[src/design/assert_macros.svh]
// Concurrent assertion helpers, compiled out for synthesis.
`ifndef ASSERT_MACROS_SVH
`define ASSERT_MACROS_SVH

`ifndef SYNTHESIS

`define ASSERT_PROP(label, clk, rst_n, prop, msg) \
	label: assert property (@(posedge clk) disable iff (!rst_n) (prop)) \
		else $error(msg);

`define ASSERT_NEVER(label, clk, rst_n, expr, msg) \
	label: assert property (@(posedge clk) disable iff (!rst_n) !(expr)) \
		else $error(msg);

`else

`define ASSERT_PROP(label, clk, rst_n, prop, msg)

`define ASSERT_NEVER(label, clk, rst_n, expr, msg)

`endif

`endif

[src/design/jtl_pkg.sv]
package jtl_pkg;

	localparam int MODE_W = 4;

	localparam logic [MODE_W-1:0] M_IDLE  = 4'd0;
	localparam logic [MODE_W-1:0] M_LIT   = 4'd1;
	localparam logic [MODE_W-1:0] M_STR   = 4'd2;
	localparam logic [MODE_W-1:0] M_MINUS = 4'd3;
	localparam logic [MODE_W-1:0] M_ZERO  = 4'd4;
	localparam logic [MODE_W-1:0] M_INT   = 4'd5;
	localparam logic [MODE_W-1:0] M_DOT   = 4'd6;
	localparam logic [MODE_W-1:0] M_FRAC  = 4'd7;
	localparam logic [MODE_W-1:0] M_EXPE  = 4'd8;
	localparam logic [MODE_W-1:0] M_ESIGN = 4'd9;
	localparam logic [MODE_W-1:0] M_EXPD  = 4'd10;

	localparam logic [3:0] K_LBRACE = 4'd0;
	localparam logic [3:0] K_RBRACE = 4'd1;
	localparam logic [3:0] K_LBRACK = 4'd2;
	localparam logic [3:0] K_RBRACK = 4'd3;
	localparam logic [3:0] K_COLON  = 4'd4;
	localparam logic [3:0] K_COMMA  = 4'd5;
	localparam logic [3:0] K_TRUE   = 4'd6;
	localparam logic [3:0] K_FALSE  = 4'd7;
	localparam logic [3:0] K_NULL   = 4'd8;
	localparam logic [3:0] K_STRING = 4'd9;
	localparam logic [3:0] K_NUMBER = 4'd10;
	localparam logic [3:0] K_ERROR  = 4'd11;

	localparam logic [2:0] E_NONE      = 3'd0;
	localparam logic [2:0] E_BAD_START = 3'd1;
	localparam logic [2:0] E_BAD_LIT   = 3'd2;
	localparam logic [2:0] E_DIGIT     = 3'd3;
	localparam logic [2:0] E_SIGN      = 3'd4;
	localparam logic [2:0] E_EARLY     = 3'd5;

	localparam logic [1:0] LW_TRUE  = 2'd0;
	localparam logic [1:0] LW_FALSE = 2'd1;
	localparam logic [1:0] LW_NULL  = 2'd2;

	localparam logic [7:0] CH_LBRACE = 8'h7B;
	localparam logic [7:0] CH_RBRACE = 8'h7D;
	localparam logic [7:0] CH_LBRACK = 8'h5B;
	localparam logic [7:0] CH_RBRACK = 8'h5D;
	localparam logic [7:0] CH_COLON  = 8'h3A;
	localparam logic [7:0] CH_COMMA  = 8'h2C;
	localparam logic [7:0] CH_QUOTE  = 8'h22;
	localparam logic [7:0] CH_MINUS  = 8'h2D;
	localparam logic [7:0] CH_PLUS   = 8'h2B;
	localparam logic [7:0] CH_DOT    = 8'h2E;
	localparam logic [7:0] CH_UPPER_E = 8'h45;
	localparam logic [7:0] CH_LOWER_E = 8'h65;
	localparam logic [7:0] CH_BSLASH = 8'h5C;
	localparam logic [7:0] CH_SPACE  = 8'h20;
	localparam logic [7:0] CH_TAB    = 8'h09;
	localparam logic [7:0] CH_CR     = 8'h0D;
	localparam logic [7:0] CH_LF     = 8'h0A;
	localparam logic [7:0] CH_ZERO   = 8'h30;
	localparam logic [7:0] CH_NINE   = 8'h39;
	localparam logic [7:0] CH_T      = 8'h74;
	localparam logic [7:0] CH_F      = 8'h66;
	localparam logic [7:0] CH_N      = 8'h6E;
	localparam logic [7:0] CH_R      = 8'h72;
	localparam logic [7:0] CH_U      = 8'h75;
	localparam logic [7:0] CH_A      = 8'h61;
	localparam logic [7:0] CH_L      = 8'h6C;
	localparam logic [7:0] CH_S      = 8'h73;

	typedef struct packed {
		logic [7:0] char_byte;
		logic       has_char;
		logic       end_of_text;
	} item_t;

	typedef struct packed {
		logic [3:0] token_kind;
		logic       has_text;
		logic [7:0] text_byte;
		logic       token_end;
		logic [2:0] error_code;
		logic       last_of_run;
	} res_t;

	typedef struct packed {
		res_t r0;
		res_t r1;
		logic v0;
		logic v1;
	} lex_out_t;

	localparam res_t RES_NONE = '0;

	function automatic res_t mk_tok(input logic [3:0] kind);
		res_t r;
		r = RES_NONE;
		r.token_kind = kind;
		r.token_end = 1'b1;
		return r;
	endfunction

	function automatic res_t mk_text(input logic [3:0] kind, input logic [7:0] c);
		res_t r;
		r = RES_NONE;
		r.token_kind = kind;
		r.has_text = 1'b1;
		r.text_byte = c;
		return r;
	endfunction

	function automatic res_t mk_err(input logic [2:0] code);
		res_t r;
		r = RES_NONE;
		r.token_kind = K_ERROR;
		r.token_end = 1'b1;
		r.error_code = code;
		return r;
	endfunction

	function automatic logic [2:0] lit_len(input logic [1:0] w);
		return (w == LW_FALSE) ? 3'd4 : 3'd3;
	endfunction

	function automatic logic [3:0] lit_kind(input logic [1:0] w);
		logic [3:0] k;
		case (w)
			LW_TRUE:  k = K_TRUE;
			LW_FALSE: k = K_FALSE;
			default:  k = K_NULL;
		endcase
		return k;
	endfunction

	function automatic logic [7:0] lit_char(input logic [1:0] w, input logic [1:0] p);
		logic [7:0] ch;
		case (w)
			LW_TRUE: begin
				case (p)
					2'd0:    ch = CH_R;
					2'd1:    ch = CH_U;
					2'd2:    ch = CH_LOWER_E;
					default: ch = 8'h00;
				endcase
			end
			LW_FALSE: begin
				case (p)
					2'd0:    ch = CH_A;
					2'd1:    ch = CH_L;
					2'd2:    ch = CH_S;
					default: ch = CH_LOWER_E;
				endcase
			end
			default: begin
				case (p)
					2'd0:    ch = CH_U;
					2'd1:    ch = CH_L;
					2'd2:    ch = CH_L;
					default: ch = 8'h00;
				endcase
			end
		endcase
		return ch;
	endfunction

endpackage

[src/design/json_token_lexer.sv]
// JSON lexer taking one byte item per cycle while its results drain. Input byte items
// go through an input register into the lexer state logic, whose results land in a
// two-entry result register. An item that yields at most one result is taken every
// cycle while the output is ready; an item that yields two results (a number closed
// by the byte that follows it, or a content byte followed by end of text) makes later
// items wait while the result register drains its pair. s_axis_tlast marks end of
// text, s_axis_tuser flags a valid byte (clear for an end-only item), and m_axis_tlast
// marks the last result of an input item.
module json_token_lexer (
	input  logic        clk,
	input  logic        arst_n,
	input  logic        s_axis_tvalid,
	output logic        s_axis_tready,
	input  logic [7:0]  s_axis_tdata,  // [7:0] char_byte
	input  logic [0:0]  s_axis_tuser,  // [0] has_char
	input  logic        s_axis_tlast,
	output logic        m_axis_tvalid,
	input  logic        m_axis_tready,
	output logic [15:0] m_axis_tdata,  // [7:0] text_byte, [8] token_end, [11:9] error_code
	output logic [4:0]  m_axis_tuser,  // [3:0] token_kind, [4] has_text
	output logic        m_axis_tlast
);
	import jtl_pkg::*;

	item_t    in_item, item_s1;
	logic     item_valid_s1, adv;
	lex_out_t lex_out;
	res_t     out_res;

	assign in_item.char_byte   = s_axis_tdata;
	assign in_item.has_char    = s_axis_tuser[0];
	assign in_item.end_of_text = s_axis_tlast;

	jtl_in_stage u_in_stage (
		.clk           (clk),
		.arst_n        (arst_n),
		.in_valid      (s_axis_tvalid),
		.in_ready      (s_axis_tready),
		.in_item       (in_item),
		.take          (adv),
		.item_valid_s1 (item_valid_s1),
		.item_s1       (item_s1)
	);

	jtl_lex_core u_lex_core (
		.clk     (clk),
		.arst_n  (arst_n),
		.item    (item_s1),
		.adv     (adv),
		.lex_out (lex_out)
	);

	jtl_out_buf u_out_buf (
		.clk        (clk),
		.arst_n     (arst_n),
		.item_valid (item_valid_s1),
		.lex_out    (lex_out),
		.adv        (adv),
		.out_valid  (m_axis_tvalid),
		.out_ready  (m_axis_tready),
		.out_res    (out_res)
	);

	assign m_axis_tdata = {4'b0000, out_res.error_code, out_res.token_end, out_res.text_byte};
	assign m_axis_tuser = {out_res.has_text, out_res.token_kind};
	assign m_axis_tlast = out_res.last_of_run;

endmodule

[src/design/jtl_in_stage.sv]
module jtl_in_stage (
	input  logic           clk,
	input  logic           arst_n,
	input  logic           in_valid,
	output logic           in_ready,
	input  jtl_pkg::item_t in_item,
	input  logic           take,
	output logic           item_valid_s1,
	output jtl_pkg::item_t item_s1
);
	import jtl_pkg::*;

	assign in_ready = !item_valid_s1 || take;

	always_ff @(posedge clk or negedge arst_n) begin
		if (!arst_n) begin
			item_valid_s1 <= 1'b0;
		end else if (in_valid && in_ready) begin
			item_valid_s1 <= 1'b1;
		end else if (take) begin
			item_valid_s1 <= 1'b0;
		end
	end

	always_ff @(posedge clk) begin
		if (in_valid && in_ready) begin
			item_s1 <= in_item;
		end
	end

endmodule

[src/design/jtl_lex_core.sv]
`include "assert_macros.svh"

module jtl_lex_core (
	input  logic              clk,
	input  logic              arst_n,
	input  jtl_pkg::item_t    item,
	input  logic              adv,
	output jtl_pkg::lex_out_t lex_out
);
	import jtl_pkg::*;

	logic [MODE_W-1:0] mode_q, mode_b, mode_n;
	logic [2:0]        lpos_q, lpos_b, lpos_n, lpos_inc;
	logic [1:0]        lwhich_q, lwhich_b, lwhich_n;
	logic              pbs_q, pbs_b, pbs_n;
	logic              err_q, err_b, err_n;

	logic [7:0] c;
	logic       is_dig, is_exp, close, idle_run;
	logic       a_v, b_v, e_v, i_v;
	res_t       a, b, e, ir;
	res_t       r0, r1;

	assign c        = item.char_byte;
	assign is_dig   = c inside {[CH_ZERO:CH_NINE]};
	assign is_exp   = c inside {CH_UPPER_E, CH_LOWER_E};
	assign lpos_inc = lpos_q + 3'd1;

	always_comb begin
		mode_b   = mode_q;
		lpos_b   = lpos_q;
		lwhich_b = lwhich_q;
		pbs_b    = pbs_q;
		err_b    = err_q;
		a_v      = 1'b0;
		a        = RES_NONE;
		b_v      = 1'b0;
		b        = RES_NONE;
		i_v      = 1'b0;
		ir       = RES_NONE;
		close    = 1'b0;
		idle_run = 1'b0;
		if (item.has_char && !err_q) begin
			case (mode_q)
				M_LIT: begin
					if (lpos_q < lit_len(lwhich_q) && lit_char(lwhich_q, lpos_q[1:0]) == c) begin
						if (lpos_inc >= lit_len(lwhich_q)) begin
							a_v    = 1'b1;
							a      = mk_tok(lit_kind(lwhich_q));
							mode_b = M_IDLE;
							lpos_b = 3'd0;
						end else begin
							lpos_b = lpos_inc;
						end
					end else begin
						a_v = 1'b1; a = mk_err(E_BAD_LIT); err_b = 1'b1; mode_b = M_IDLE;
					end
				end
				M_STR: begin
					a_v = 1'b1;
					if (c == CH_QUOTE && !pbs_q) begin
						a      = mk_tok(K_STRING);
						mode_b = M_IDLE;
					end else begin
						a     = mk_text(K_STRING, c);
						pbs_b = (c == CH_BSLASH) && !pbs_q;
					end
				end
				M_MINUS: begin
					a_v = 1'b1;
					if (is_dig) begin
						a      = mk_text(K_NUMBER, c);
						mode_b = (c == CH_ZERO) ? M_ZERO : M_INT;
					end else begin
						a = mk_err(E_DIGIT); err_b = 1'b1; mode_b = M_IDLE;
					end
				end
				M_ZERO, M_INT: begin
					if (mode_q == M_INT && is_dig) begin
						a_v = 1'b1; a = mk_text(K_NUMBER, c);
					end else if (c == CH_DOT) begin
						a_v = 1'b1; a = mk_text(K_NUMBER, c); mode_b = M_DOT;
					end else if (is_exp) begin
						a_v = 1'b1; a = mk_text(K_NUMBER, c); mode_b = M_EXPE;
					end else begin
						close = 1'b1;
					end
				end
				M_DOT: begin
					a_v = 1'b1;
					if (is_dig) begin
						a = mk_text(K_NUMBER, c); mode_b = M_FRAC;
					end else begin
						a = mk_err(E_DIGIT); err_b = 1'b1; mode_b = M_IDLE;
					end
				end
				M_FRAC: begin
					if (is_dig) begin
						a_v = 1'b1; a = mk_text(K_NUMBER, c);
					end else if (is_exp) begin
						a_v = 1'b1; a = mk_text(K_NUMBER, c); mode_b = M_EXPE;
					end else begin
						close = 1'b1;
					end
				end
				M_EXPE: begin
					a_v = 1'b1;
					if (c inside {CH_PLUS, CH_MINUS}) begin
						a = mk_text(K_NUMBER, c); mode_b = M_ESIGN;
					end else begin
						a = mk_err(E_SIGN); err_b = 1'b1; mode_b = M_IDLE;
					end
				end
				M_ESIGN: begin
					a_v = 1'b1;
					if (is_dig) begin
						a = mk_text(K_NUMBER, c); mode_b = M_EXPD;
					end else begin
						a = mk_err(E_DIGIT); err_b = 1'b1; mode_b = M_IDLE;
					end
				end
				M_EXPD: begin
					if (is_dig) begin
						a_v = 1'b1; a = mk_text(K_NUMBER, c);
					end else begin
						close = 1'b1;
					end
				end
				default: begin
					mode_b   = M_IDLE;
					idle_run = 1'b1;
				end
			endcase
			if (close) begin
				a_v    = 1'b1;
				a      = mk_tok(K_NUMBER);
				mode_b = M_IDLE;
				if (c == CH_MINUS || is_dig) begin
					b_v = 1'b1; b = mk_err(E_BAD_START); err_b = 1'b1;
				end else begin
					idle_run = 1'b1;
				end
			end
			if (idle_run) begin
				if (c inside {CH_SPACE, CH_TAB, CH_CR, CH_LF}) begin
					i_v = 1'b0;
				end else if (c == CH_LBRACE) begin
					i_v = 1'b1; ir = mk_tok(K_LBRACE);
				end else if (c == CH_RBRACE) begin
					i_v = 1'b1; ir = mk_tok(K_RBRACE);
				end else if (c == CH_LBRACK) begin
					i_v = 1'b1; ir = mk_tok(K_LBRACK);
				end else if (c == CH_RBRACK) begin
					i_v = 1'b1; ir = mk_tok(K_RBRACK);
				end else if (c == CH_COLON) begin
					i_v = 1'b1; ir = mk_tok(K_COLON);
				end else if (c == CH_COMMA) begin
					i_v = 1'b1; ir = mk_tok(K_COMMA);
				end else if (c inside {CH_T, CH_F, CH_N}) begin
					lwhich_b = (c == CH_T) ? LW_TRUE : ((c == CH_F) ? LW_FALSE : LW_NULL);
					lpos_b   = 3'd0;
					mode_b   = M_LIT;
				end else if (c == CH_QUOTE) begin
					pbs_b  = 1'b0;
					mode_b = M_STR;
				end else if (c == CH_MINUS) begin
					i_v = 1'b1; ir = mk_text(K_NUMBER, c); mode_b = M_MINUS;
				end else if (is_dig) begin
					i_v    = 1'b1;
					ir     = mk_text(K_NUMBER, c);
					mode_b = (c == CH_ZERO) ? M_ZERO : M_INT;
				end else begin
					i_v = 1'b1; ir = mk_err(E_BAD_START); err_b = 1'b1; mode_b = M_IDLE;
				end
				if (close) begin
					b_v = i_v; b = ir;
				end else begin
					a_v = i_v; a = ir;
				end
			end
		end
	end

	always_comb begin
		e_v = 1'b0;
		e   = RES_NONE;
		if (item.end_of_text && !err_b) begin
			case (mode_b)
				M_STR: begin
					e_v = 1'b1; e = mk_tok(K_STRING);
				end
				M_ZERO, M_INT, M_FRAC, M_EXPD: begin
					e_v = 1'b1; e = mk_tok(K_NUMBER);
				end
				M_LIT, M_MINUS, M_DOT, M_EXPE, M_ESIGN: begin
					e_v = 1'b1; e = mk_err(E_EARLY);
				end
				default: e_v = 1'b0;
			endcase
		end
	end

	always_comb begin
		r0 = a_v ? a : (b_v ? b : e);
		r1 = (a_v && b_v) ? b : e;
		lex_out.v0 = a_v || b_v || e_v;
		lex_out.v1 = (a_v && b_v) || (a_v && e_v) || (b_v && e_v);
		if (lex_out.v1) begin
			r1.last_of_run = 1'b1;
		end else begin
			r0.last_of_run = 1'b1;
		end
		lex_out.r0 = r0;
		lex_out.r1 = r1;
	end

	always_comb begin
		if (item.end_of_text) begin
			mode_n   = M_IDLE;
			lpos_n   = 3'd0;
			lwhich_n = 2'd0;
			pbs_n    = 1'b0;
			err_n    = 1'b0;
		end else begin
			mode_n   = mode_b;
			lpos_n   = lpos_b;
			lwhich_n = lwhich_b;
			pbs_n    = pbs_b;
			err_n    = err_b;
		end
	end

	always_ff @(posedge clk or negedge arst_n) begin
		if (!arst_n) begin
			mode_q   <= M_IDLE;
			lpos_q   <= 3'd0;
			lwhich_q <= 2'd0;
			pbs_q    <= 1'b0;
			err_q    <= 1'b0;
		end else if (adv) begin
			mode_q   <= mode_n;
			lpos_q   <= lpos_n;
			lwhich_q <= lwhich_n;
			pbs_q    <= pbs_n;
			err_q    <= err_n;
		end
	end

	`ASSERT_PROP(a_err_idle, clk, arst_n, err_q |-> (mode_q == M_IDLE), "error held outside idle")
	`ASSERT_PROP(a_end_clears, clk, arst_n, (adv && item.end_of_text) |=> (!err_q && mode_q == M_IDLE), "end of text did not clear state")
	`ASSERT_NEVER(a_lpos_range, clk, arst_n, lpos_q > 3'd4, "literal position out of range")

endmodule

[src/design/jtl_out_buf.sv]
`include "assert_macros.svh"

module jtl_out_buf (
	input  logic              clk,
	input  logic              arst_n,
	input  logic              item_valid,
	input  jtl_pkg::lex_out_t lex_out,
	output logic              adv,
	output logic              out_valid,
	input  logic              out_ready,
	output jtl_pkg::res_t     out_res
);
	import jtl_pkg::*;

	logic [1:0] cnt_q;
	res_t       slot0_q, slot1_q;
	logic       pop;

	assign out_valid = cnt_q != 2'd0;
	assign out_res   = (cnt_q == 2'd2) ? slot0_q : slot1_q;
	assign pop       = out_valid && out_ready;
	assign adv       = item_valid && (cnt_q == 2'd0 || (cnt_q == 2'd1 && out_ready));

	always_ff @(posedge clk or negedge arst_n) begin
		if (!arst_n) begin
			cnt_q <= 2'd0;
		end else if (adv && lex_out.v0) begin
			cnt_q <= lex_out.v1 ? 2'd2 : 2'd1;
		end else if (pop) begin
			cnt_q <= cnt_q - 2'd1;
		end
	end

	always_ff @(posedge clk) begin
		if (adv && lex_out.v0) begin
			if (lex_out.v1) begin
				slot0_q <= lex_out.r0;
				slot1_q <= lex_out.r1;
			end else begin
				slot1_q <= lex_out.r0;
			end
		end
	end

	`ASSERT_NEVER(a_cnt_range, clk, arst_n, cnt_q == 2'd3, "result count overflow")
	`ASSERT_PROP(a_second_needs_first, clk, arst_n, lex_out.v1 |-> lex_out.v0, "second result without first")
	`ASSERT_PROP(a_pair_loaded, clk, arst_n, (adv && lex_out.v1) |=> (cnt_q == 2'd2), "result pair not held")

endmodule

[config.mk]
export PLATFORM = sky130hd
export DESIGN_NAME = json_token_lexer
export DESIGN_NICKNAME = d
export VERILOG_FILES = /design/src/design/jtl_pkg.sv /design/src/design/json_token_lexer.sv /design/src/design/jtl_in_stage.sv /design/src/design/jtl_lex_core.sv /design/src/design/jtl_out_buf.sv
export VERILOG_INCLUDE_DIRS = /design/src /design/src/design
export SDC_FILE = /design/constraint.sdc
export NUM_CORES = 1
export LEC_CHECK = 0
export ABC_CLOCK_PERIOD_IN_PS = 12890
export BUFFER_PORTS_ARGS = -buffer_cell sky130_fd_sc_hd__buf_4
export CORE_MARGIN = 2
export CORE_UTILIZATION = 60
export DETAILED_ROUTE_END_ITERATION = 8
export GPL_TIMING_DRIVEN = 1
export PLACE_DENSITY = 0.8
export SYNTH_ARGS = -nofsm -noshare
export SYNTH_HDL_FRONTEND = slang
export SYNTH_HIERARCHICAL = 1
export SYNTH_SLANG_ARGS = --single-unit
[constraint.sdc]
create_clock -name clk -period 12.89 [get_ports clk]
set_clock_uncertainty 0.15 [all_clocks]
set_input_delay 1.289 -clock clk [delete_from_list [all_inputs] [get_ports clk]]
set_output_delay 1.289 -clock clk [all_outputs]
set_load 0.03 [all_outputs]
### Yosys cells after proc, flatten, opt, wreduce, memory -nomap -nowiden

Cells that the tools add are included.

* add/subtract/negate cells: 2
* magnitude comparators: 4
* equality and inequality tests: 54
* muxes and demuxes: 179
* reductions and logical operators: 50

Operators by type and width (count)
* $mux W18: 32
* $pmux W18 S7: 1
* $mux W4: 24
* $eq A8 B7 Y1 const B: 10
* $mux W1: 74
* $eq A8 B6 Y1 const B: 8
* $pmux W18 S3: 1
* $mux W3: 16
* $mux W15: 3
* $pmux W4 S9: 1
* $eq A4 B3 Y1 const B: 8
* $mux W2: 16
* $eq A4 B4 Y1 const B: 6
* $eq A8 B4 Y1 const B: 3
* $pmux W7 S3: 1
* $reduce_or A10 Y1: 2
* $eq A4 B2 Y1 const B: 4
* $mux W8: 2
* $pmux W8 S2: 1
* $reduce_bool A2 Y1: 8
* $logic_and A1 B1 Y1: 15
* $pmux W5 S3: 1
* $mux W14: 1
* $ne A2 B2 Y1 const B: 7
* other kinds (25): 44

* register bits: 60
* output and inout port bits: 24
* word-level logic and storage cells: 311

### Longest topological paths before layout

Gate-level depths: netlist (run 1).

* depth in word-level cells: 33
* gate-level depth with buffers: 15
* mapped depth without buffers: 14

### Cells and area by module

The synthesis (run 1) kept the hierarchy.

By module, submodules not included
* jtl_lex_core: times used 1, cells an instance 414, area each 2922.8 µm², seq. area each 275.3 µm²
* jtl_out_buf: times used 1, cells an instance 94, area each 1716.6 µm², seq. area each 1131.1 µm²
* jtl_in_stage: times used 1, cells an instance 14, area each 354.1 µm², seq. area each 325.3 µm²
* json_token_lexer: times used 1, cells an instance 5, area each 33.8 µm², seq. area each 0.0 µm²

### Worst setup path after synthesis (run 1)

OpenSTA, ideal clock, no wires.

* kind: reg-to-reg
* start point: register u_lex_core.lpos_q[0]
* end point: register u_out_buf/slot0_q[0] (netlist name), enable pin
* library setup time: 0.376 ns
* data arrival time: 3.729 ns
* path slack: 8.635 ns
* stages on the path, launching flop included: 14
* period minus slack after synthesis: 4.255 ns
* path through: dfrtp_1 inv_1 ha_1 mux2_2 and3_1 o211a_1 o211ai_2 nor4_4 a211o_1 a221o_2 o21ai_0 nand2_1 nor2_4 and2_1

RTL lines
* start, declared: RTL line jtl_lex_core.sv:13 `logic [2:0] lpos_q, lpos_b, lpos_n, lpos_inc;`
* start signal, assigned: RTL line jtl_lex_core.sv:242 `lpos_q <= lpos_n;`
* end signal, assigned: RTL line jtl_out_buf.sv:37 `slot0_q <= lex_out.r0;`
* end, declared: RTL line jtl_out_buf.sv:16 `res_t slot0_q, slot1_q;`

==> run_results.csv, run 1 <==
group,metric,value,unit
synthesis,synthCells,527,
layout,nets,566,
synthesis,yosysTopAreaCell,"edfxtp_1",
worst_setup_path,required,12.71,ns
timing,post-route-period-util,39.52,%
power,ir_worst_vdd,0.1689,mV
drt,drc_errors,0,
power,power.switching,0.5217,mW
worst_setup_path,critPathSlowestCell,"and2_1",
cts,clkLatencyLatePin,0.35,ns
global_route,antenna_found_initial,0,
synthesis,synth_seq_cells,60,
layout,diodes,0,
layout,area_growth,7.740,%
global_route,busiest_layer,"met2",
floorplanning,row_count,33,
synthesis,synth_async_sr_flop_share,23.33,%
drt,via_per_inst,6.604,
global_route,grt_pass1_vias,4076,
placed_design,post_dp_cell_area,5177,sq um
job,max-cap-violations,0,
global_route,grt_max_degree,23,
synthesis,synth.distinct_cells,95,
power,p_seq_share,29.0,%
power,power.leakage,2.067,nW
power,internal_power,0.6422,mW
timing,setup-violations-final,0,
layout,drive_gt1_share,23.80,%
cts,cts_tree,"yes",
global_route,gr-total-overflow,0,
power,power_switching_share,44.82,%
cts,post-cts-setup-buffers,0,
floorplanning,initial_core_util,61.49,%
drt,drt_iter0_drc,562,
placed_design,dpl.hpwl,9730,um
worst_setup_path,startpoint_type,"register",
cts,cts-buffers-inserted,9,
synthesis,synth_edf_count,46,
drt,drt-total-wl,13470,um
timing,max_slew_margin,38.73,%
drt,dr.pass1.iters,5,
layout,final_area,5416,sq um
cts,clock_sinks,60,
worst_setup_path,cp_max_fo,21,
synthesis,netlist_area,5027,sq um
synthesis,postSynthAreaPerCell,9.540,sq um
synthesis,synth_common_cells,"edfxtp_1 (46), nor2_1 (40), mux2_2 (37), nand2_1 (35), a21oi_1 (31)",
timing,tns,0,ns
floorplanning,coreArea,8175,sq um
worst_setup_path,crit_buf_inv,0,
status,outcome,"complete, no violations",
worst_setup_path,critPathKind,"reg2reg",
worst_setup_path,cpPeakStageDelay,0.81,ns
min_path,hold_class,"reg2reg",
synthesis,yosys.area.top_type_share,27.48,%
floorplanning,die_w,95.54,um
cts,hold_buffers,0,
cts,htree_levels,3,
layout,fillers,659,
power,clockPowerShare,18.1,%
cts,cts_root_buffer,"clkbuf_8",
power,power_density,214.9,nW/um^2
synthesis,ys_top_cells_by_area,"edfxtp_1 (27%), mux2_2 (8.3%), dfrtp_1 (7.0%), ha_1 (3.7%), a21oi_1 (3.1%)",
drt,vias,4273,
timing,clock.fmax,196.3,MHz
layout,multiInputGateArea,2985,sq um
worst_setup_path,cp_top_family,"simple AND/OR/NAND/NOR gates",
global_route,grt_use_met1,42.11,%
synthesis,synth_flop_cell,"edfxtp_1",
global_route,met3_usage,4.743,%
cts,cts_buffer_depth,2,
synthesis,yosysMostFrequentCell,"edfxtp_1",
timing,hold_viol_final,0,
worst_setup_path,endpoint_kind,"register",
drt,wire_per_inst,20.81,um
floorplanning,die_y,95.54,um
power,p_comb_share,52.9,%
timing,layout_min_cycle_time,5.094,ns
timing,rsz0062_at_grt,"no",
timing,maxSlewViolCount,0,
placed_design,numPortBuffers,33,
synthesis,seq_area_frac_synth,34.44,%
floorplanning,pin_count,38,
worst_setup_path,critPathArrivalTime,4.92,ns
placed_design,place.gp.congestion,0.9679,
floorplanning,die_area,9127,sq um
global_route,grt_pass1_wl,21560,um
cts,post_cts_resized,0,
cts,clkTransAtPathRegs,0.08,ns
worst_setup_path,critical_path.cell_chain,"or3b_2 > o21ai_2 > o21ai_1 > nor4_1 > o22a_1 > nor2_1 > a221o_2 > o21ai_0 > nand2_1 > nor2_4 > and2_1",
drt,antenna_left,0,
timing,worstMarginPinSlew,0.9191,ns
synthesis,yosys_warnings,6,
global_route,grt_usage,31.38,%
layout,seqCellArea,1732,sq um
global_route,grtUsageMet2,51.22,%
-- cell type report --
cell class                      count  share of cell area, %
Clock buffer                        9                  2.287
Clock inverter                      7                  2.125
Inverter                           17                  1.224
Multi-Input combinational cell    414                  55.12
Sequential cell                    60                  31.97
Tap cell                          105                  2.426
Timing Repair Buffer               35                  4.851
-- through the flow --
stage | power (mW) | hold slack (ns) | utilization [%] | instances | setup slack, ns
2_1_floorplan | 0.7967 | 0.3584 | - | 539 | 8.635
3_3_place_gp | 0.9319 | 0.4048 | 63.33 | 631 | 7.953
3_5_place_dp | 0.9413 | 0.4063 | 63.33 | 631 | 7.858
4_1_cts | 1.156 | 0.4212 | 66.25 | 647 | 7.836
5_1_grt | 1.233 | 0.4679 | 66.25 | 647 | 7.461
6_report | 1.164 | 0.4133 | 66.25 | 647 | 7.796
-- power groups by stage --
stage               clock (mW)  combinational [mW]  sequential (mW)
finish                   0.211               0.616            0.337
detailed placement           0               0.602            0.339
global route             0.222               0.667            0.344
floorplan                    0               0.505            0.292
global placement             0               0.595            0.337
CTS                      0.213               0.608            0.335
-- logic make-up (layout without fill, tap and decap cells) --
group	Yosys count	after routing	share of synthesized area, %
other	2	14	0.1494
AOI/OAI and AO/OA	141	141	20.61
adders and majority gates	15	15	3.733
muxes	46	46	10.38
and+or+nand+nor	189	189	22.05
DFF	60	60	34.44
xor gates and xnor gates	9	9	1.568
buffers and inverters	65	68	7.068
-- layer usage --
layer | vias to the layer above | wire [um]
met5 | - | 0
li1 | 1969 | -
met3 | 49 | 916
met2 | 249 | 6464
met1 | 2006 | 5642
met4 | 0 | 442
-- flip-flops by register name, summed over array words and instances (netlist names) --
| signal | flops |
|---|---|
| u_lex_core/lwhich_q | 2 |
| u_lex_core/err_q | 1 |
| u_lex_core/lpos_q | 3 |
| u_out_buf/cnt_q | 2 |
| u_out_buf/slot0_q | 18 |
| u_in_stage/item_s1 | 10 |
| u_lex_core/mode_q | 4 |
| u_lex_core/pbs_q | 1 |
| u_out_buf/slot1_q | 18 |
| u_in_stage/item_valid_s1 | 1 |
-- worst register-to-register path, delay by kind of cell, from the launching register on --
| kind | cells | cell delay, ns |
|---|---|---|
| simple gates | 6 | 2.54 |
| compound gates | 5 | 1.34 |
| flops | 1 | 0.67 |
-- final timing paths --
| kind | from | to | slack (ns) | cells past startpoint |
|---|---|---|---|---|
| worst max-delay path | u_in_stage/item_s1[3] | u_out_buf/slot0_q[3] | 7.80 | 11 |
| worst min-delay path | u_in_stage/item_valid_s1 | u_in_stage/item_valid_s1 | 0.41 | 2 |
| worst max register to register | u_in_stage/item_s1[3] | u_out_buf/slot0_q[3] | 7.80 | 11 |
| worst min register to register | u_in_stage/item_valid_s1 | u_in_stage/item_valid_s1 | 0.41 | 2 |
| max in group asynchronous | arst_n | u_lex_core/lpos_q[0] | 11.75 | 1 |
| min in group asynchronous | arst_n | u_lex_core/mode_q[1] | 0.63 | 1 |
-- cells in the final DEF, fill, tap and decap left out, types with 4 or more instances in the layout --
cell,Yosys,layout
nand4_1,5,5
o211ai_1,5,5
o21ai_0,19,19
nor2_1,40,40
inv_1,15,15
dfrtp_1,14,14
and3_1,6,6
clkbuf_8,0,9
a21oi_1,31,31
a31oi_1,7,7
o22ai_1,11,11
a21o_1,4,4
or3_1,4,4
or2_2,4,4
nand3_1,14,14
o31ai_1,5,5
edfxtp_1,46,46
nand2b_1,13,13
xor2_1,5,5
nand2_1,35,35
buf_4,15,35
and2_1,7,7
a22oi_1,8,8
nor2b_1,11,11
mux2i_1,6,6
xnor2_1,4,4
conb_1,2,14
mux2_2,37,37
ha_1,15,15
nor4_1,5,5
nor3_1,8,8
Note: power is estimated with default switching activity, not from simulation.
==> inputs of run 2 (changes only) <==
--- a/config.mk
+++ b/config.mk
@@ -6,7 +6,8 @@
 export SDC_FILE = /design/constraint.sdc
 export NUM_CORES = 1
 export LEC_CHECK = 0
-export ABC_CLOCK_PERIOD_IN_PS = 12890
+export ABC_AREA = 1
+export ABC_CLOCK_PERIOD_IN_PS = 5000
 export BUFFER_PORTS_ARGS = -buffer_cell sky130_fd_sc_hd__buf_4
 export CORE_MARGIN = 2
 export CORE_UTILIZATION = 60
==> constraint.sdc (replaced) <==
create_clock -name clk -period 5 [get_ports clk]
set_clock_uncertainty 0.15 [all_clocks]
set_input_delay 0.5 -clock clk [delete_from_list [all_inputs] [get_ports clk]]
set_output_delay 0.5 -clock clk [all_outputs]
set_load 0.03 [all_outputs]
==> run 2 against run 1 <==
Compared with the run above:
- first-iteration DRC count down 32%
- final area down 6.2%
- core utilization up 0.54 points
- via count up 2.6%
- combinational power rose to 2.7 times the previous value
- clock power up 110%
- global-route usage down 0.083 points
- critical path depth up 9
- maximum frequency up 19%
- critical endpoint is now u_out_buf/slot1_q[17]
- highest routed layer unchanged
==> run_results.csv, run 2 <==
group,metric,value,unit
worst_setup_path,critPathArrivalTime,4.24,ns
drt,antenna_left,0,
cts,cts_root_buffer,"clkbuf_8",
timing,clock.fmax,233.0,MHz
status,outcome,"complete, no violations",
cts,cts-buffers-inserted,9,
synthesis,ys_top_cells_by_area,"edfxtp_1 (30%), nand2_1 (16%), dfrtp_1 (7.6%), inv_1 (5.6%), nand3_1 (5.0%)",
layout,fin_util,66.79,%
synthesis,yosysMostFrequentCell,"nand2_1",
job,max-cap-violations,0,
floorplanning,coreArea,7607,sq um
global_route,gr-total-overflow,0,
placed_design,dpl.hpwl,9830,um
power,internal_power,1.533,mW
timing,layout_min_cycle_time,4.291,ns
drt,drc_errors,0,
layout,reg_top3,"u_out_buf/slot0_q: 18 flops, u_out_buf/slot1_q: 18 flops, u_in_stage/item_s1: 10 flops",
synthesis,seq_area_frac_synth,37.32,%
worst_setup_path,cp_max_fo,18,
synthesis,synth_seq_cells,60,
layout,area_growth,9.520,%
cts,htree_levels,3,
placed_design,place.gp.congestion,0.9876,
timing,max_slew_margin,32.68,%
power,power_switching_share,47.84,%
layout,diodes,0,
synthesis,yosys_warnings,6,
global_route,grt_pass1_vias,4191,
floorplanning,pin_count,38,
power,power.leakage,2.501,nW
layout,seqCellArea,1732,sq um
cts,post-cts-setup-buffers,0,
drt,vias,4386,
layout,fillers,701,
worst_setup_path,endpoint_kind,"register",
placed_design,post_dp_cell_area,4870,sq um
timing,setup-violations-final,0,
placed_design,numPortBuffers,33,
timing,post-route-period-util,85.83,%
timing,maxSlewViolCount,0,
cts,clock_sinks,60,
synthesis,yosysTopAreaCell,"edfxtp_1",
drt,drt_iter0_drc,381,
cts,hold_buffers,1,
floorplanning,die_y,91.94,um
cts,clkLatencyLatePin,0.35,ns
drt,drt-total-wl,12660,um
layout,final_cell_mix,"nand2_1 (195), inv_1 (69), nor2_1 (56), edfxtp_1 (46), nand3_1 (46)",
timing,worstMarginPinSlew,1.010,ns
worst_setup_path,startpoint_type,"register",
synthesis,yosys.area.top_type_share,29.77,%
layout,nets,677,
synthesis,netlist_area,4639,sq um
cts,cts_buffer_depth,2,
power,p_seq_share,29.1,%
layout,drive_gt1_share,16.39,%
global_route,grt_max_degree,19,
worst_setup_path,critPathKind,"reg2reg",
floorplanning,die_area,8452,sq um
layout,final_common_cell,"nand2_1",
synthesis,synth.distinct_cells,49,
floorplanning,initial_core_util,60.99,%
power,power_density,578.5,nW/um^2
cts,clkTransAtPathRegs,0.07,ns
synthesis,synth_edf_count,46,
min_path,hold_class,"in2reg",
worst_setup_path,r2r_setup_slack,0.71,ns
power,power.switching,1.406,mW
cts,cts_tree,"yes",
power,ir_worst_vdd,0.2397,mV
synthesis,synth_flop_cell,"edfxtp_1",
synthesis,synthCells,615,
synthesis,synth_async_sr_flop_share,23.33,%
timing,tns,0,ns
global_route,antenna_found_initial,0,
placed_design,dp_slack,0.8162,ns
timing,worst_slack,0.7085,ns
power,p_comb_share,55.9,%
timing,rsz0062_at_grt,"no",
global_route,grt_pass1_wl,20680,um
power,clockPowerShare,15.0,%
synthesis,synth_common_cells,"nand2_1 (195), inv_1 (69), nor2_1 (56), edfxtp_1 (46), nand3_1 (46)",
cts,post_cts_resized,0,
global_route,grt_usage,31.29,%
worst_setup_path,required,4.95,ns
floorplanning,die_w,91.94,um
drt,dr.pass1.iters,5,
layout,multiInputGateArea,2449,sq um
drt,wire_per_inst,16.77,um
layout,final_area,5081,sq um
power,total_power,2.939,mW
synthesis,postSynthAreaPerCell,7.544,sq um
drt,via_per_inst,5.809,
timing,hold_viol_final,0,
floorplanning,row_count,32,
-- run 2: cell count changes in the layout (fill, tap and decap cells not counted), sizes merged, moves of 9 or more --
cell / before / now
a21oi: 34 / 12
and2: 9 / 0
inv: 17 / 77
mux2: 40 / 18
nand2: 36 / 204
nand2b: 14 / 0
nand3: 14 / 53
nand4: 5 / 17
nor2: 43 / 61
nor2b: 12 / 0
-- run 2: layout make-up --
cell class,count,area share [%]
Clock buffer,10,2.709
Sequential cell,60,34.08
Clock inverter,6,1.256
Inverter,79,5.885
Multi-Input combinational cell,462,48.19
Timing Repair Buffer,36,5.368
Tap cell,102,2.512
-- run 2: cell families (layout without fill, tap and decap cells) --
family / count (synthesis) / count (layout) / synth area share [%]
buffers and inverters: 105 / 131 / 10.87
adders and majority gates: 15 / 15 / 4.045
DFF: 60 / 60 / 37.32
and+or+nand+nor: 346 / 346 / 32.71
AOI/OAI and AO/OA: 68 / 68 / 9.521
muxes: 18 / 18 / 5.178
other: 2 / 14 / 0.1619
xor gates and xnor gates: 1 / 1 / 0.1888
-- run 2: per-stage QoR --
step,hold slack (ns),std cells
detailed placement,0.2144,738
CTS,0.1740,755
finish,0.1756,755
global placement,0.2093,738
global route,0.1692,755
floorplan,0.05441,627
-- run 2: power groups by stage --
stage | Combinational [mW] | Sequential, mW | Clock (mW)
2_1_floorplan | 1.23 | 0.823 | 0
4_1_cts | 1.61 | 0.856 | 0.446
3_5_place_dp | 1.60 | 0.864 | 0
3_3_place_gp | 1.57 | 0.855 | 0
5_1_grt | 1.80 | 0.869 | 0.469
6_report | 1.64 | 0.856 | 0.442
-- run 2: path summary, 6_finish.rpt --
path / cells past startpoint / to / startpoint
hold reg to reg: 1 / u_lex_core/lwhich_q[0] / u_in_stage/item_s1[0]
setup reg to reg: 20 / u_out_buf/slot1_q[17] / u_lex_core/lpos_q[0]
setup / recovery: 20 / u_out_buf/slot1_q[17] / u_lex_core/lpos_q[0]
min in group asynchronous: 2 / u_in_stage/item_valid_s1 / arst_n
hold / removal: 1 / u_in_stage/item_s1[3] / s_axis_tdata[1]
max in group asynchronous: 2 / u_lex_core/lwhich_q[1] / arst_n
-- run 2: routing by layer --
layer	vias to the layer above	GRT usage [%]	routed length [um]
li1	2079	-	-
met1	2015	39.38	5096
met2	238	53.06	6118
met3	54	5.012	909
met4	0	14.05	539
met5	-	0	0
-- run 2: critical path: stages, from the launching register on --
cell and delay, ns:
dfrtp_1 0.43, inv_1 0.15, ha_1 0.37, ha_1 0.29, a21oi_1 0.06, o21bai_1 0.27, nand2_1 0.16, nand4_1 0.22
nand2_1 0.07, nand2_1 0.06, nand3_1 0.14, nand2_2 0.15, nand2_1 0.10, nand2_1 0.10, nand3_2 0.15, nand3_2 0.12
nand2_1 0.05, nand2_1 0.22, clkinv_1 0.50, nand2_1 0.20, nand2_1 0.07
==> inputs of run 3 (changes only) <==
--- a/config.mk
+++ b/config.mk
@@ -9,11 +9,14 @@
 export ABC_AREA = 1
 export ABC_CLOCK_PERIOD_IN_PS = 5000
 export BUFFER_PORTS_ARGS = -buffer_cell sky130_fd_sc_hd__buf_4
+export CAP_MARGIN = 20
+export CELL_PAD_IN_SITES_DETAIL_PLACEMENT = 2
+export CELL_PAD_IN_SITES_GLOBAL_PLACEMENT = 2
 export CORE_MARGIN = 2
-export CORE_UTILIZATION = 60
+export CORE_UTILIZATION = 36
 export DETAILED_ROUTE_END_ITERATION = 8
 export GPL_TIMING_DRIVEN = 1
-export PLACE_DENSITY = 0.8
+export PLACE_DENSITY_LB_ADDON = 0.1
 export SYNTH_ARGS = -nofsm -noshare
 export SYNTH_HDL_FRONTEND = slang
 export SYNTH_HIERARCHICAL = 1
==> run 3 against run 2 <==
Compared with the run above:
- flip-flop and latch count unchanged
- power is 10% higher
- clock-buffer cell count down 1
- combinational power increased by 7%
- die area grew 63%
- register-to-register slack got worse by 0.21 ns
- highest routed layer unchanged
- critical path type unchanged
- global-route usage fell by 6.1 points
==> run_results.csv, run 3 (same netlist as run 2, synthesis figures left out) <==
group,metric,value,unit
status,outcome,"complete, no violations",
min_path,hold-path-endpoint,"u_in_stage/item_s1[2]",
placed_design,post_dp_cell_area,4980,sq um
global_route,grt_usage,25.18,%
min_path,hold_class,"in2reg",
layout,final_area,5283,sq um
worst_setup_path,r2r_setup_slack,0.50,ns
timing,clock.fmax,222.3,MHz
layout,final_cell_mix,"nand2_1 (195), inv_1 (69), nor2_1 (56), edfxtp_1 (46), nand3_1 (46)",
placed_design,place.gp.congestion,0.9367,
drt,via_per_inst,5.249,
timing,post-route-period-util,89.96,%
layout,nets,680,
drt,drc_errors,0,
cts,cts_tree,"yes",
timing,hold_slack,0.1806,ns
worst_setup_path,r2r-start,"u_lex_core/lpos_q[0]",
worst_setup_path,endpoint_kind,"register",
drt,drt_iter0_drc,247,
drt,drt-total-wl,16610,um
cts,cts-buffers-inserted,9,
global_route,grt_max_degree,20,
min_path,hp-start,"s_axis_tdata[0]",
floorplanning,initial_core_util,36.76,%
power,p_seq_share,26.8,%
cts,clkTransAtPathRegs,0.06,ns
cts,clkLatencyLatePin,0.34,ns
global_route,grt_pass1_wl,27240,um
worst_setup_path,critPathKind,"reg2reg",
cts,clock_sinks,60,
floorplanning,coreArea,12620,sq um
floorplanning,die_w,117.5,um
global_route,grt_pass1_vias,4837,
placed_design,numPortBuffers,33,
power,clockPowerShare,19.2,%
drt,dr.pass1.iters,5,
min_path,whs_path_depth,1,
cts,cts_buffer_depth,2,
worst_setup_path,startpoint_type,"register",
floorplanning,die_y,117.5,um
power,power.switching,1.548,mW
timing,tns,0,ns
power,internal_power,1.685,mW
timing,maxSlewViolCount,0,
global_route,gr-total-overflow,0,
job,max-cap-violations,0,
layout,final_common_cell,"nand2_1",
cts,hold_buffers,1,
layout,diodes,0,
layout,fillers,1529,
worst_setup_path,rr_worst_depth,20,
drt,wire_per_inst,20.06,um
layout,area_growth,13.86,%
power,p_comb_share,54.0,%
power,power_density,612.1,nW/um^2
worst_setup_path,timing.rr.end,"u_out_buf/slot1_q[12]",
placed_design,dpl.hpwl,13240,um
layout,drive_gt1_share,16.77,%
floorplanning,die_area,13810,sq um
global_route,antenna_found_initial,0,
timing,hold_viol_final,0,
worst_setup_path,critPathArrivalTime,4.42,ns
drt,antenna_left,0,
worst_setup_path,cp_max_fo,18,
layout,reg_top3,"u_out_buf/slot0_q: 18 flops, u_out_buf/slot1_q: 18 flops, u_in_stage/item_s1: 10 flops",
floorplanning,pin_count,38,
cts,htree_levels,3,
power,ir_worst_vdd,0.2930,mV
worst_setup_path,required,4.92,ns
timing,setup-violations-final,0,
power,power.leakage,2.555,nW
cts,post_cts_resized,0,
timing,worstMarginPinSlew,1.054,ns
power,power_switching_share,47.88,%
timing,max_slew_margin,29.77,%
timing,rsz0062_at_grt,"no",
floorplanning,row_count,41,
cts,cts_root_buffer,"clkbuf_16",
drt,vias,4346,
timing,layout_min_cycle_time,4.498,ns
cts,post-cts-setup-buffers,0,
[run 3: cell count changes in the layout (fill, tap and decap cells not counted)]
cell,change
buf_4,+3
clkbuf_16,+9
clkbuf_8,-10
clkinv_2,+1
clkinv_4,-1
clkinvlp_4,+1
[run 3: worst max-delay path by stage]
| stage | end | startpoint | cells after the start |
|---|---|---|---|
| after floorplan | u_out_buf/slot0_q[0] | u_lex_core/lpos_q[0] | 21 |
| after global placement | u_out_buf/slot1_q[8] | u_lex_core/lpos_q[0] | 17 |
| after detailed placement | u_out_buf/slot1_q[12] | u_lex_core/lpos_q[0] | 20 |
| after CTS | u_out_buf/slot1_q[12] | u_lex_core/lpos_q[0] | 20 |
| after global routing | u_out_buf/slot1_q[12] | u_lex_core/lpos_q[0] | 20 |
| final | u_out_buf/slot1_q[12] | u_lex_core/lpos_q[0] | 20 |
[run 3: power by group through the flow]
stage	clock network, mW	logic, mW	registers, mW
after floorplan	0	1.23	0.823
after global placement	0	1.67	0.861
after detailed placement	0	1.73	0.877
after CTS	0.637	1.75	0.869
after global routing	0.660	1.93	0.883
final	0.621	1.75	0.867
[run 3: final cells by class]
class	count	area (sq um)	area share, %
well taps	172	215.2	4.074
multi-input cells	462	2449	46.35
repair buffers	39	295.3	5.590
clock inverters	7	67.56	1.279
inverters	79	299.0	5.661
flip-flops and latches	60	1732	32.78
clock buffers	9	225.2	4.263
[run 3: through the flow]
stage               std cells  power [mW]  setup slack (ns)  utilization [%]
CTS                       828       3.259            0.4878            41.86
detailed placement        811       2.608            0.5858            39.46
finish                    828       3.233            0.5022            41.86
floorplan                 627       2.057             1.319                -
global route              828       3.472            0.1233            41.86
global placement          811       2.527            0.6916            39.46
[run 3: per-layer routing]
metal	wire length (um)	global-route usage (%)
met4	307	6.702
met1	7319	31.90
met3	505	4.264
met5	0	0
met2	8473	44.41
[run 3: critical path: stages (launching register included)]
cell and delay, ns:
dfrtp_1 0.44, ha_1 0.35, xor2_1 0.35, ha_1 0.18, inv_1 0.03, o21bai_1 0.37
nand2_1 0.20, nand4_1 0.23, nand2_1 0.10, nand2_1 0.08, nand3_1 0.14, nand2_2 0.16
nand3_1 0.08, nand3_1 0.09, nand2_2 0.18, nand3_2 0.11, nand2_1 0.06, nand2_1 0.11
clkinv_1 0.50, nand2_1 0.22, nand2_1 0.11
